==> src/rtl/lpht_pkg.sv <==
`timescale 1ns / 1ps
// ----------------------------------------------------------------------------
// lpht_pkg
// Shared types and constants for the linear probing hash table.
// ----------------------------------------------------------------------------
package lpht_pkg;

  localparam int SlotCount     = 26;
  localparam int SlotWidth     = $clog2(SlotCount);
  localparam int LetterWidth   = 5;
  localparam int LetterFields  = 10;
  localparam int WordWidth     = LetterWidth * LetterFields;
  localparam int PayloadWidth  = 8;
  localparam int MaxLetters    = 10;
  localparam int AlphabetSize  = 26;
  localparam int EntryWidth    = WordWidth + PayloadWidth;

  localparam logic [SlotWidth-1:0] LastSlot = SlotWidth'(SlotCount - 1);

  typedef enum logic [1:0] {
    FuncInsert = 2'd0,
    FuncDelete = 2'd1,
    FuncRead   = 2'd2,
    FuncNop    = 2'd3
  } func_e;

  typedef enum logic [1:0] {
    SlotEmpty = 2'd0,
    SlotTomb  = 2'd1,
    SlotUsed  = 2'd2
  } slot_state_e;

  // result of the key check
  typedef struct packed {
    logic                 ok;
    logic [SlotWidth-1:0] home;
  } key_info_t;

endpackage

==> src/rtl/lpht_ram.sv <==
`timescale 1ns / 1ps
// ----------------------------------------------------------------------------
// lpht_ram
// Generic single write, single read RAM with registered read data.
// ----------------------------------------------------------------------------
module lpht_ram #(
  parameter int Width = 8,
  parameter int Depth = 32
) (
  input  logic                     clk_i,
  input  logic                     we_i,
  input  logic [$clog2(Depth)-1:0] waddr_i,
  input  logic [Width-1:0]         wdata_i,
  input  logic [$clog2(Depth)-1:0] raddr_i,
  output logic [Width-1:0]         rdata_o
);

  logic [Width-1:0] mem_q [Depth];
  logic [Width-1:0] rdata_q;

  always_ff @(posedge clk_i) begin
    if (we_i) begin
      mem_q[waddr_i] <= wdata_i;
    end
    rdata_q <= mem_q[raddr_i];
  end

  assign rdata_o = rdata_q;

endmodule

==> src/rtl/lpht_key_check.sv <==
`timescale 1ns / 1ps
// ----------------------------------------------------------------------------
// lpht_key_check
// Validates a packed key and derives its home slot from the last letter.
// ----------------------------------------------------------------------------
module lpht_key_check (
  input  logic [lpht_pkg::WordWidth-1:0] word_i,
  input  logic                           too_long_i,
  output lpht_pkg::key_info_t            info_o
);
  import lpht_pkg::*;

  always_comb begin
    logic                   ended;
    logic                   bad;
    logic                   over;
    logic [LetterWidth-1:0] c;
    logic [LetterWidth-1:0] last;
    ended = 1'b0;
    bad   = 1'b0;
    over  = 1'b0;
    last  = '0;
    for (int i = 0; i < LetterFields; i++) begin
      c = word_i[i*LetterWidth +: LetterWidth];
      if (c == '0) begin
        ended = 1'b1;
      end else begin
        if (ended || (c > LetterWidth'(AlphabetSize))) begin
          bad = 1'b1;
        end
        if (i >= MaxLetters) begin
          over = 1'b1;
        end
        last = c;
      end
    end
    info_o.ok   = !too_long_i && !bad && !over && (word_i != '0);
    // letter codes start at 1 for a, which lands on slot 0
    info_o.home = SlotWidth'(last - LetterWidth'(1));
  end

endmodule

==> src/rtl/linear_probe_hash_table_top.sv <==
`timescale 1ns / 1ps
// ----------------------------------------------------------------------------
// linear_probe_hash_table_top
// Flow, start to done strobe: no-op or a refused key ends in the check state,
//   a slot read passes the read-out state, insert or delete the probe loop.
// Insert/delete time is set by the probe loop: one slot per cycle through the
//   registered key RAM port and one key compare, up to all 26 slots.
// One item at a time; the next start is taken in the cycle done is high.
// Reset empties every slot at once (status flops); no clearing pass.
// ----------------------------------------------------------------------------
module linear_probe_hash_table_top (
  input  logic                              clk_i,
  input  logic                              rst_ni,
  input  logic                              start_i,
  output logic                              busy_o,
  input  logic [1:0]                        func_i,
  input  logic [lpht_pkg::WordWidth-1:0]    word_i,
  input  logic                              word_too_long_i,
  input  logic [lpht_pkg::PayloadWidth-1:0] payload_i,
  input  logic [4:0]                        slot_select_i,
  output logic                              done_o,
  output logic [4:0]                        slot_touched_o,
  output logic                              applied_o,
  output logic [1:0]                        slot_state_o,
  output logic [lpht_pkg::WordWidth-1:0]    stored_word_o,
  output logic [lpht_pkg::PayloadWidth-1:0] stored_payload_o,
  output logic                              rejected_o
);
  import lpht_pkg::*;

  typedef enum logic [1:0] {
    StIdle,
    StCheck,
    StProbe,
    StReadOut
  } state_e;

  state_e                  state_q;
  func_e                   func_q;
  logic [WordWidth-1:0]    word_q;
  logic                    too_long_q;
  logic [PayloadWidth-1:0] payload_q;
  logic [SlotWidth-1:0]    sel_q;

  slot_state_e             status_q [SlotCount];
  logic [SlotWidth-1:0]    idx_q;
  logic [SlotWidth-1:0]    cnt_q;
  logic [SlotWidth-1:0]    tomb_q;
  logic                    tomb_vld_q;

  logic                    done_q;
  logic [SlotWidth-1:0]    slot_touched_q;
  logic                    applied_q;
  slot_state_e             slot_state_q;
  logic [WordWidth-1:0]    stored_word_q;
  logic [PayloadWidth-1:0] stored_payload_q;
  logic                    rejected_q;

  key_info_t               key;
  logic [SlotWidth-1:0]    sel_sat;
  logic [SlotWidth-1:0]    idx_next;
  slot_state_e             cur_status;
  logic [EntryWidth-1:0]   rdata;
  logic                    cur_hit;
  logic                    cur_empty;
  logic                    cur_tomb;
  logic                    probe_last;
  logic                    probe_stop;
  logic                    tomb_now_vld;
  logic [SlotWidth-1:0]    tomb_now;
  logic                    ins_do;
  logic [SlotWidth-1:0]    ins_at;
  logic                    ram_we;
  logic [SlotWidth-1:0]    ram_raddr;

  lpht_key_check u_key_check (
    .word_i     (word_q),
    .too_long_i (too_long_q),
    .info_o     (key)
  );

  lpht_ram #(
    .Width (EntryWidth),
    .Depth (SlotCount)
  ) u_entry_ram (
    .clk_i   (clk_i),
    .we_i    (ram_we),
    .waddr_i (ins_at),
    .wdata_i ({word_q, payload_q}),
    .raddr_i (ram_raddr),
    .rdata_o (rdata)
  );

  // item capture, no reset needed
  always_ff @(posedge clk_i) begin
    if (start_i && !busy_o) begin
      func_q     <= func_e'(func_i);
      word_q     <= word_i;
      too_long_q <= word_too_long_i;
      payload_q  <= payload_i;
      sel_q      <= slot_select_i;
    end
  end

  assign sel_sat    = (sel_q > LastSlot) ? LastSlot : sel_q;
  assign idx_next   = (idx_q == LastSlot) ? '0 : idx_q + SlotWidth'(1);
  assign cur_status = status_q[idx_q];

  // probe compare: RAM data belongs to idx_q
  always_comb begin
    cur_hit   = 1'b0;
    cur_empty = 1'b0;
    cur_tomb  = 1'b0;
    unique case (cur_status)
      SlotTomb: cur_tomb  = 1'b1;
      SlotUsed: cur_hit   = (rdata[EntryWidth-1:PayloadWidth] == word_q);
      default:  cur_empty = 1'b1;
    endcase
  end

  assign probe_last   = (cnt_q == LastSlot);
  assign probe_stop   = cur_hit || cur_empty || probe_last;
  assign tomb_now_vld = tomb_vld_q || cur_tomb;
  assign tomb_now     = cur_tomb ? idx_q : tomb_q;

  // insert target: matching key, else last tombstone, else the empty slot
  always_comb begin
    ins_do = 1'b1;
    ins_at = idx_q;
    priority if (cur_hit) begin
      ins_at = idx_q;
    end else if (tomb_now_vld) begin
      ins_at = tomb_now;
    end else if (cur_empty) begin
      ins_at = idx_q;
    end else begin
      ins_do = 1'b0;
    end
  end

  assign ram_we = (state_q == StProbe) && probe_stop && (func_q == FuncInsert) && ins_do;

  always_comb begin
    unique case (state_q)
      StCheck: ram_raddr = (func_q == FuncRead) ? sel_sat : key.home;
      StProbe: ram_raddr = idx_next;
      default: ram_raddr = idx_q;
    endcase
  end

  always_ff @(posedge clk_i or negedge rst_ni) begin
    if (!rst_ni) begin
      state_q          <= StIdle;
      idx_q            <= '0;
      cnt_q            <= '0;
      tomb_q           <= '0;
      tomb_vld_q       <= 1'b0;
      done_q           <= 1'b0;
      slot_touched_q   <= '0;
      applied_q        <= 1'b0;
      slot_state_q     <= SlotEmpty;
      stored_word_q    <= '0;
      stored_payload_q <= '0;
      rejected_q       <= 1'b0;
      for (int i = 0; i < SlotCount; i++) begin
        status_q[i] <= SlotEmpty;
      end
    end else begin
      done_q <= 1'b0;
      unique case (state_q)
        StIdle: begin
          if (start_i) begin
            state_q <= StCheck;
          end
        end
        StCheck: begin
          slot_touched_q   <= '0;
          applied_q        <= 1'b0;
          slot_state_q     <= SlotEmpty;
          stored_word_q    <= '0;
          stored_payload_q <= '0;
          rejected_q       <= 1'b0;
          cnt_q            <= '0;
          tomb_vld_q       <= 1'b0;
          unique case (func_q)
            FuncRead: begin
              idx_q   <= sel_sat;
              state_q <= StReadOut;
            end
            FuncNop: begin
              done_q  <= 1'b1;
              state_q <= StIdle;
            end
            default: begin
              if (key.ok) begin
                idx_q   <= key.home;
                state_q <= StProbe;
              end else begin
                rejected_q <= 1'b1;
                done_q     <= 1'b1;
                state_q    <= StIdle;
              end
            end
          endcase
        end
        StProbe: begin
          if (cur_tomb) begin
            tomb_q     <= idx_q;
            tomb_vld_q <= 1'b1;
          end
          if (probe_stop) begin
            done_q  <= 1'b1;
            state_q <= StIdle;
            if (func_q == FuncInsert) begin
              if (ins_do) begin
                status_q[ins_at] <= SlotUsed;
                slot_touched_q   <= ins_at;
                applied_q        <= 1'b1;
              end
            end else if (cur_hit) begin
              status_q[idx_q] <= SlotTomb;
              slot_touched_q  <= idx_q;
              applied_q       <= 1'b1;
            end
          end else begin
            idx_q <= idx_next;
            cnt_q <= cnt_q + SlotWidth'(1);
          end
        end
        StReadOut: begin
          done_q         <= 1'b1;
          state_q        <= StIdle;
          slot_touched_q <= idx_q;
          slot_state_q   <= cur_status;
          if (cur_status == SlotUsed) begin
            stored_word_q    <= rdata[EntryWidth-1:PayloadWidth];
            stored_payload_q <= rdata[PayloadWidth-1:0];
          end
        end
        default: state_q <= StIdle;
      endcase
    end
  end

  assign busy_o           = (state_q != StIdle);
  assign done_o           = done_q;
  assign slot_touched_o   = slot_touched_q;
  assign applied_o        = applied_q;
  assign slot_state_o     = slot_state_q;
  assign stored_word_o    = stored_word_q;
  assign stored_payload_o = stored_payload_q;
  assign rejected_o       = rejected_q;

endmodule
==> config.mk <==
export PLATFORM = sky130hd
export DESIGN_NAME = linear_probe_hash_table_top
export DESIGN_NICKNAME = d
export VERILOG_FILES = /design/src/rtl/lpht_pkg.sv /design/src/rtl/lpht_ram.sv /design/src/rtl/lpht_key_check.sv /design/src/rtl/linear_probe_hash_table_top.sv
export SDC_FILE = /design/constraint.sdc
export NUM_CORES = 2
export LEC_CHECK = 0
export BUFFER_PORTS_ARGS = -buffer_cell sky130_fd_sc_hd__buf_2
export CORE_UTILIZATION = 60
export CTS_CLUSTER_DIAMETER = 50
export CTS_CLUSTER_SIZE = 24
export DETAILED_ROUTE_END_ITERATION = 16
export GPL_TIMING_DRIVEN = 0
export PLACE_DENSITY = 0.82
export SYNTH_ARGS = -nofsm -noshare
export SYNTH_HDL_FRONTEND = slang
export SYNTH_SLANG_ARGS = --single-unit
==> constraint.sdc <==
create_clock -name clk_i -period 14.15 [get_ports clk_i]
set_input_delay 1.415 -clock clk_i [delete_from_list [all_inputs] [get_ports clk_i]]
set_output_delay 1.415 -clock clk_i [all_outputs]
set_load 0.1 [all_outputs]
== Yosys cells after proc, flatten, opt, wreduce, memory -nomap -nowiden ==
Memory sizes are Yosys's and may differ from the RTL's. A register that Yosys moved wholly into a read port is not among the register bits.
Cells that the tools add are included.
Operators by class
  add/sub/neg operators: 3
  order comparisons: 15
  eq/ne operators: 20
  muxes and demuxes: 96
  bitwise operators: 8
  reduce and logical (&&, ||, !) cells: 51
Operators by type and width (count)
  2-to-1 mux 52 bit: 3
  2-to-1 mux 5 bit: 23
  one-hot mux 50 bit (2 select lines): 1
  > comparator 5 bit (second input constant): 11
  AND 26 bit: 2
  inverter 26 bit: 2
  bitwise OR 26 bit: 2
  equality test 50 bit: 1
  zero test 5 bit: 10
  2-to-1 mux 50 bit: 1
  nonzero test 50 bit: 1
  2-to-1 mux 1 bit: 44
  one-hot mux 5 bit (2 select lines): 4
  demux 2 bit (select 5 bit): 2
  one-hot mux 8 bit (2 select lines): 1
  AND reduction 4 bit: 4
  one-hot mux 5 bit (3 select lines): 1
  2-to-1 mux 2 bit: 7
  inequality test 2 bit (second input constant): 7
  greater-or-equal comparator 6 bit (second input constant): 2
  logical OR 1 bit: 12
  < comparator 6 x 1 -> 1 bit (second input constant): 2
  inverter 5 -> 6 bit: 2
  adder 5 x 1 -> 5 bit (second input constant): 2
  19 further kinds: 46
Word-level totals
  bits in registers: 204
  bits in writable memories: 1508
  input bits: 69
  word-level logic and storage cells: 237
  memories kept: 1
Memories
  u_entry_ram.mem_q: depth 26, width 58, read ports 1, clocked after Yosys merged registers in 1, write ports 1, RTL line lpht_ram.sv:18  | logic [Width-1:0] mem_q [Depth];

== Longest topological paths before layout ==
  word-level depth: 27
  mapped depth: 20
  gate-level depth less buffers: 16

== Hierarchy ==
A second synthesis with hierarchy kept.
Unflattened totals
  cells, all modules: 3389
  area total of the unflattened synthesis: 68401.9 µm²
By module, submodules not included
  lpht_ram: instances 1, cells an instance 2498, area an instance 58332.2 µm², seq. area each 46444.5 µm²
  linear_probe_hash_table_top: instances 1, cells an instance 737, area an instance 9150.0 µm², seq. area each 5435.2 µm²
  lpht_key_check: instances 1, cells an instance 154, area an instance 919.6 µm², seq. area each 0.0 µm²

== Least setup slack after synthesis ==
No wires, ideal clock.
  path type: register to register
  from: register idx_q[0]
  to: memory u_entry_ram.mem_q[5][0] in the netlist's numbering (enable)
  setup time: 0.476 ns
  data arrival time: 6.778 ns
  required time: 13.674 ns
  slack: 6.896 ns
  cell stages (with the launch flop): 19
  path buffers: 5
  cell sequence: dfrtp_1 buf_1 clkbuf_1 mux4_2 a21oi_1 o2111ai_1 inv_1 ha_1 o21ai_0 nor4_1 nand3_1 nor4_1 or3_1 clkbuf_1 buf_2 mux2i_1 or2_2 clkbuf_1 nor2_1
On the way
  word-level cells in the longest chain between the ends: 14
  elaborated cells on any way between the ends: 23
Ends and longest elaborated chain
  start, declared: RTL line linear_probe_hash_table_top.sv:46  | logic [SlotWidth-1:0] idx_q;
  start signal, assigned: RTL line linear_probe_hash_table_top.sv:187  | idx_q <= sel_sat;
  start signal, assigned: RTL line linear_probe_hash_table_top.sv:196  | idx_q <= key.home;
  start signal, assigned: RTL line linear_probe_hash_table_top.sv:226  | idx_q <= idx_next;
  inverter 5 -> 6 bit (not written as such): RTL line linear_probe_hash_table_top.sv:107  | assign cur_status = status_q[idx_q];
  binary-select mux 2 bit (select 5 bit): RTL line linear_probe_hash_table_top.sv:107
  2-to-1 mux 2 bit (not written as such) (2 in a row): RTL line linear_probe_hash_table_top.sv:107
  equality test 2 bit / equality test 2 x 1 -> 1 bit (equally long branches): RTL line linear_probe_hash_table_top.sv:114  | unique case (cur_status)
  OR reduction 2 bit (no line)
  2-to-1 mux 1 bit: RTL line linear_probe_hash_table_top.sv:114, linear_probe_hash_table_top.sv:134
  logical OR 1 bit (2 in a row): RTL line linear_probe_hash_table_top.sv:122  | assign probe_stop = cur_hit || cur_empty || probe_last;
  logical AND 1 bit (3 in a row): RTL line linear_probe_hash_table_top.sv:141  | assign ram_we = (state_q == StProbe) && probe_stop && (func_q == FuncInsert) && ins_do;
  2-to-1 mux 1 bit: RTL line lpht_ram.sv:22  | if (we_i) begin
  2-to-1 mux 1 bit (not written as such): RTL line lpht_ram.sv:23  | mem_q[waddr_i] <= wdata_i;
  end, declared: RTL line lpht_ram.sv:18
Several ways; a longest one is shown, not always the timed one. The select of a mux whose other input is x is not followed.

== Final worst setup path ==
  from: register word_q[41]
  to: register u_entry_ram.rdata_q[18], in the netlist u_entry_ram.rdata_o[18] (read register of u_entry_ram.mem_q)
On the way
  word-level cells in the longest chain between the ends: 6
Ends and longest elaborated chain
  start, declared: RTL line linear_probe_hash_table_top.sv:40  | logic [WordWidth-1:0] word_q;
  start signal, assigned: RTL line linear_probe_hash_table_top.sv:98  | word_q <= word_i;
  zero test 5 bit: RTL line lpht_key_check.sv:25  | if (c == '0) begin
  2-to-1 mux 5 bit (*) (2 in a row): RTL line lpht_key_check.sv:25
  subtractor 5 x 1 -> 5 bit (*): RTL line lpht_key_check.sv:39  | info_o.home = SlotWidth'(last - LetterWidth'(1));
  2-to-1 mux 5 bit (*): RTL line linear_probe_hash_table_top.sv:145  | StCheck: ram_raddr = (func_q == FuncRead) ? sel_sat : key.home;
  one-hot mux 5 bit (2 select lines) (*): RTL line linear_probe_hash_table_top.sv:144  | unique case (state_q)
  end, declared: RTL line lpht_ram.sv:19  | logic [Width-1:0] rdata_q;
Mark *: on every way between the ends. The rest lies on a longest branch, timed or not.
A chain may end at the register's enable or synchronous reset.

==> metrics.md <==
| Metric | Value |
|---|---|
| Status | `finished, violations left` |
| Failing checks | `capacitance limit, slew limit` |
| Flops & latches, synth | `~1800` |
| Reg2reg setup slack | `4.48 ns` |
| Fillers | `approximately 7400` |
| Netlist Area Pre-Place | `0.0710 mm2` |
| Post-cts sizing count | `0` |
| Root Driver | `clkbuf_16` |
| # hold bufs at CTS | `0` |
| Postcts setup bufs | `0` |
| Critical path cell sequence | `nor4_1 -> a2111oi_0 -> o21ai_1 -> o211ai_2 -> ha_1 -> a21oi_1 -> a22oi_1 -> a21o_1 -> clkbuf_1 -> clkbuf_1 -> clkbuf_1 -> clkbuf_1 -> nand2_1 -> nand3_1 -> a31oi_1 -> a22o_1 -> mux2i_1` |
| Final max-slew violation count | `53` |
| Post-synth EDFFs | `roughly 1600` |
| Vias in the first global route | `47000` |
| Synth unique cells | `70` |
| DRT Pass-1 Iters | `7` |
| Setup Skew | `0.0525 ns` |
| Avg Cell Area, Syn | `between 10 and 15 um2` |
| Type of the worst setup path | `register to register` |
| Max transition margin | `-9.01%` |
| DR WL/cell | `a little over 30 um` |
| Final period util | `68.4%` |
| FFs w/ async S/R, synth | `under 10%` |
| Worst setup endpoint | `u_entry_ram.rdata_o[18]` |
| Synth Flop Type | `edfxtp_1` |
| Final Util | `68.4%` |
| Iter 0 DRT Violations | `approximately 8400` |
| Setup crit start | `word_q[41]` |
| Most common cell on crit path | `clkbuf_1` |
| Post-synth top area share | `66.6%` |
| Worst EP required | `14.81 ns` |
| GRT Util Overall | `35.3%` |
| Post-Place Cells | `6793` |
| Routability cong. | `0.950` |
| Synth cell count leaders | `edfxtp_1 (1574), nand2_1 (1050), clkbuf_1 (299)` |
| Register area | `0.0519 mm2` |
| RR Endpoint | `u_entry_ram.rdata_o[18]` |
| Routed vias/inst | `approximately 7` |
| Layout cells sized above 1 | `about a tenth` |
| Slowest stage delay, CP | `roughly 1.2 ns` |
| TritonCTS clock tree | `done` |
| DP Wirelength | `149000 um` |
| Placed inst area | `between 0.07 and 0.08 mm2` |
| Worst-Margin Slew | `1.64 ns` |
| R2r startpoint | `word_q[41]` |
| Crit end category | `register` |
| GR Overflow Total | `0` |
| Clk sink count | `1770` |
| Die Height | `346 um` |
| Num CTS Buffers | `137` |
| Sequential-to-total area share from yosys stat | `73.1%` |
| IO buf count | `137` |
| Crit Path Max Fanout | `33` |
| First-pass GRT wire length | `between 300000 and 400000 um` |
| Slowest cell on the critical path | `edfxtp_1` |
| Die Area | `0.120 mm2` |
| HP Class | `register to register` |
| Startpoint Class | `register` |
| Max-cap violations | `8` |
| Non-Filler Instances | `7061` |
| Synth-to-layout area growth | `12.5%` |
| Final WL | `214000 um` |
| Hold Violations, Final | `0` |
| Crit path DAT | `roughly 10 ns` |
| FMAX | `103 MHz` |
| Worst-skew pair later-pin latency | `0.80 ns` |
| Multi-input logic area | `0.0178 mm2` |
| Final nets | `5493` |
| Final ANT Viol Nets | `0` |
| DRC viols | `0` |
| Count leader, synth | `edfxtp_1` |
| Reg2Reg Depth | `17` |
| Final instance area | `0.0799 mm2` |
| Final setup viols | `0` |
| Initial Util | `approximately 60%` |
| Post-synth top area cell | `edfxtp_1` |
| H-tree lvl count | `4` |
| Row count | `125` |
| Gate Count Post-Synth | `5074` |
| Die Wd | `346 um` |
| Antenna violations before repair | `14` |
| Clock Pin Slew Worst Setup and Hold Paths | `approximately 0.080 ns` |
| Io pins | `roughly 140` |
| Total number of vias | `48500` |
| Worst-case clock buffer depth | `3` |
| Final min period | `9.67 ns` |
| Largest cells by area after synthesis | `edfxtp_1 (67%), nand2_1 (5.6%), dfrtp_1 (4.9%)` |
| Setup_tns | `0 ns` |
| Core area | `0.117 mm2` |
| Unrepaired setup endpoints after global routing | `false` |
| Largest net degree at the start of global routing | `94` |
| Syn nets | `5157` |
| Synth warn | `0` |
## per-stage QoR
stage | setup WS [ns] | hold slack [ns]
floorplan | 6.90 | 0.433
global placement | 1.67 | 0.439
detailed placement | 5.22 | 0.450
CTS | 5.14 | 0.453
global route | 4.81 | 0.464
finish | 4.48 | 0.450
## cell type report
type	count	share of cell area, %
sequential	1770	65.0
multi-input combinational	2918	22.3
buffer	350	1.71
timing repair buffer	197	2.37
antenna	12	0.0376
clock inverter	101	1.50
tap	1524	2.39
inverter	36	0.169
clock buffer	153	4.55
## worst min path at each step
stage	start	endpoint	slack, ns	cells after the start
2_1_floorplan	u_entry_ram.rdata_o[0]	stored_payload_o[0]	0.43	1
3_3_place_gp	u_entry_ram.rdata_o[7]	stored_payload_o[7]	0.44	1
3_5_place_dp	u_entry_ram.rdata_o[7]	stored_payload_o[7]	0.45	1
6_report	u_entry_ram.rdata_o[3]	stored_payload_o[3]	0.45	1
5_1_grt	u_entry_ram.rdata_o[7]	stored_payload_o[7]	0.46	1
4_1_cts	u_entry_ram.rdata_o[3]	stored_payload_o[3]	0.45	1
## routing by layer
layer / track usage [%] / vias to the layer above / part of all wire, %
li1: - / 19900 / -
met1: 46.5 / 23700 / 35
met2: 53.1 / 4093 / 45
met3: 10.2 / 686 / 14
met4: 20.0 / 14 / 5.8
met5: 0 / - / 0.061
## worst max-delay path, delay by kind of cell (launching register included)
kind	cells	cell delay [ns]
AO/OA/AOI/OAI	8	2.97
AND/OR/NAND/NOR	3	0.47
flip-flops	1	1.20
multiplexers	1	0.35
adder cells (fa/ha/maj)	1	0.38
buffers and inverters	4	4.09
## registers in the layout, indices dropped and copies added, names as in the netlist, 8 cells and up
name and cells:
payload_q 8, stored_word_o 50, word_q 50, stored_payload_o 8, status_q 52, u_entry_ram.rdata_o 58
u_entry_ram.mem_q 1508
## kinds of logic (layout without fill, tap and decap cells)
family,Yosys count,after routing,share of synthesized area (%)
compound gates,971,971,10.5
flops,1770,1770,73.1
simple gates,1740,1740,11.2
mux,141,141,2.21
xor+xnor,52,52,0.642
fa+ha+maj,14,14,0.247
other cells,0,12,0
buf+inv,386,837,2.11
## cell usage in the layout (no fill, tap or decap), drive strengths merged, types with 36 or more instances in the layout
| cell type | Yosys | final |
|---|---|---|
| inv | 35 | 82 |
| clkinv | 1 | 39 |
| a311o | 116 | 116 |
| mux2i | 125 | 125 |
| buf | 51 | 248 |
| edfxtp | 1574 | 1574 |
| a31oi | 129 | 129 |
| clkbuf | 299 | 452 |
| a311oi | 117 | 117 |
| nand3b | 118 | 118 |
| a21oi | 36 | 36 |
| nand2 | 1050 | 1050 |
| and2 | 235 | 235 |
| dfrtp | 138 | 138 |
| a22o | 117 | 117 |
| o31ai | 60 | 60 |
| a211oi | 233 | 233 |
| dfxtp | 58 | 58 |
| nor2 | 127 | 127 |
| nand3 | 132 | 132 |
| o21ai | 94 | 94 |
Power is left out: the tool's default activity adds up to more than one toggle a clock period on the data nets, which glitch-free logic cannot reach.
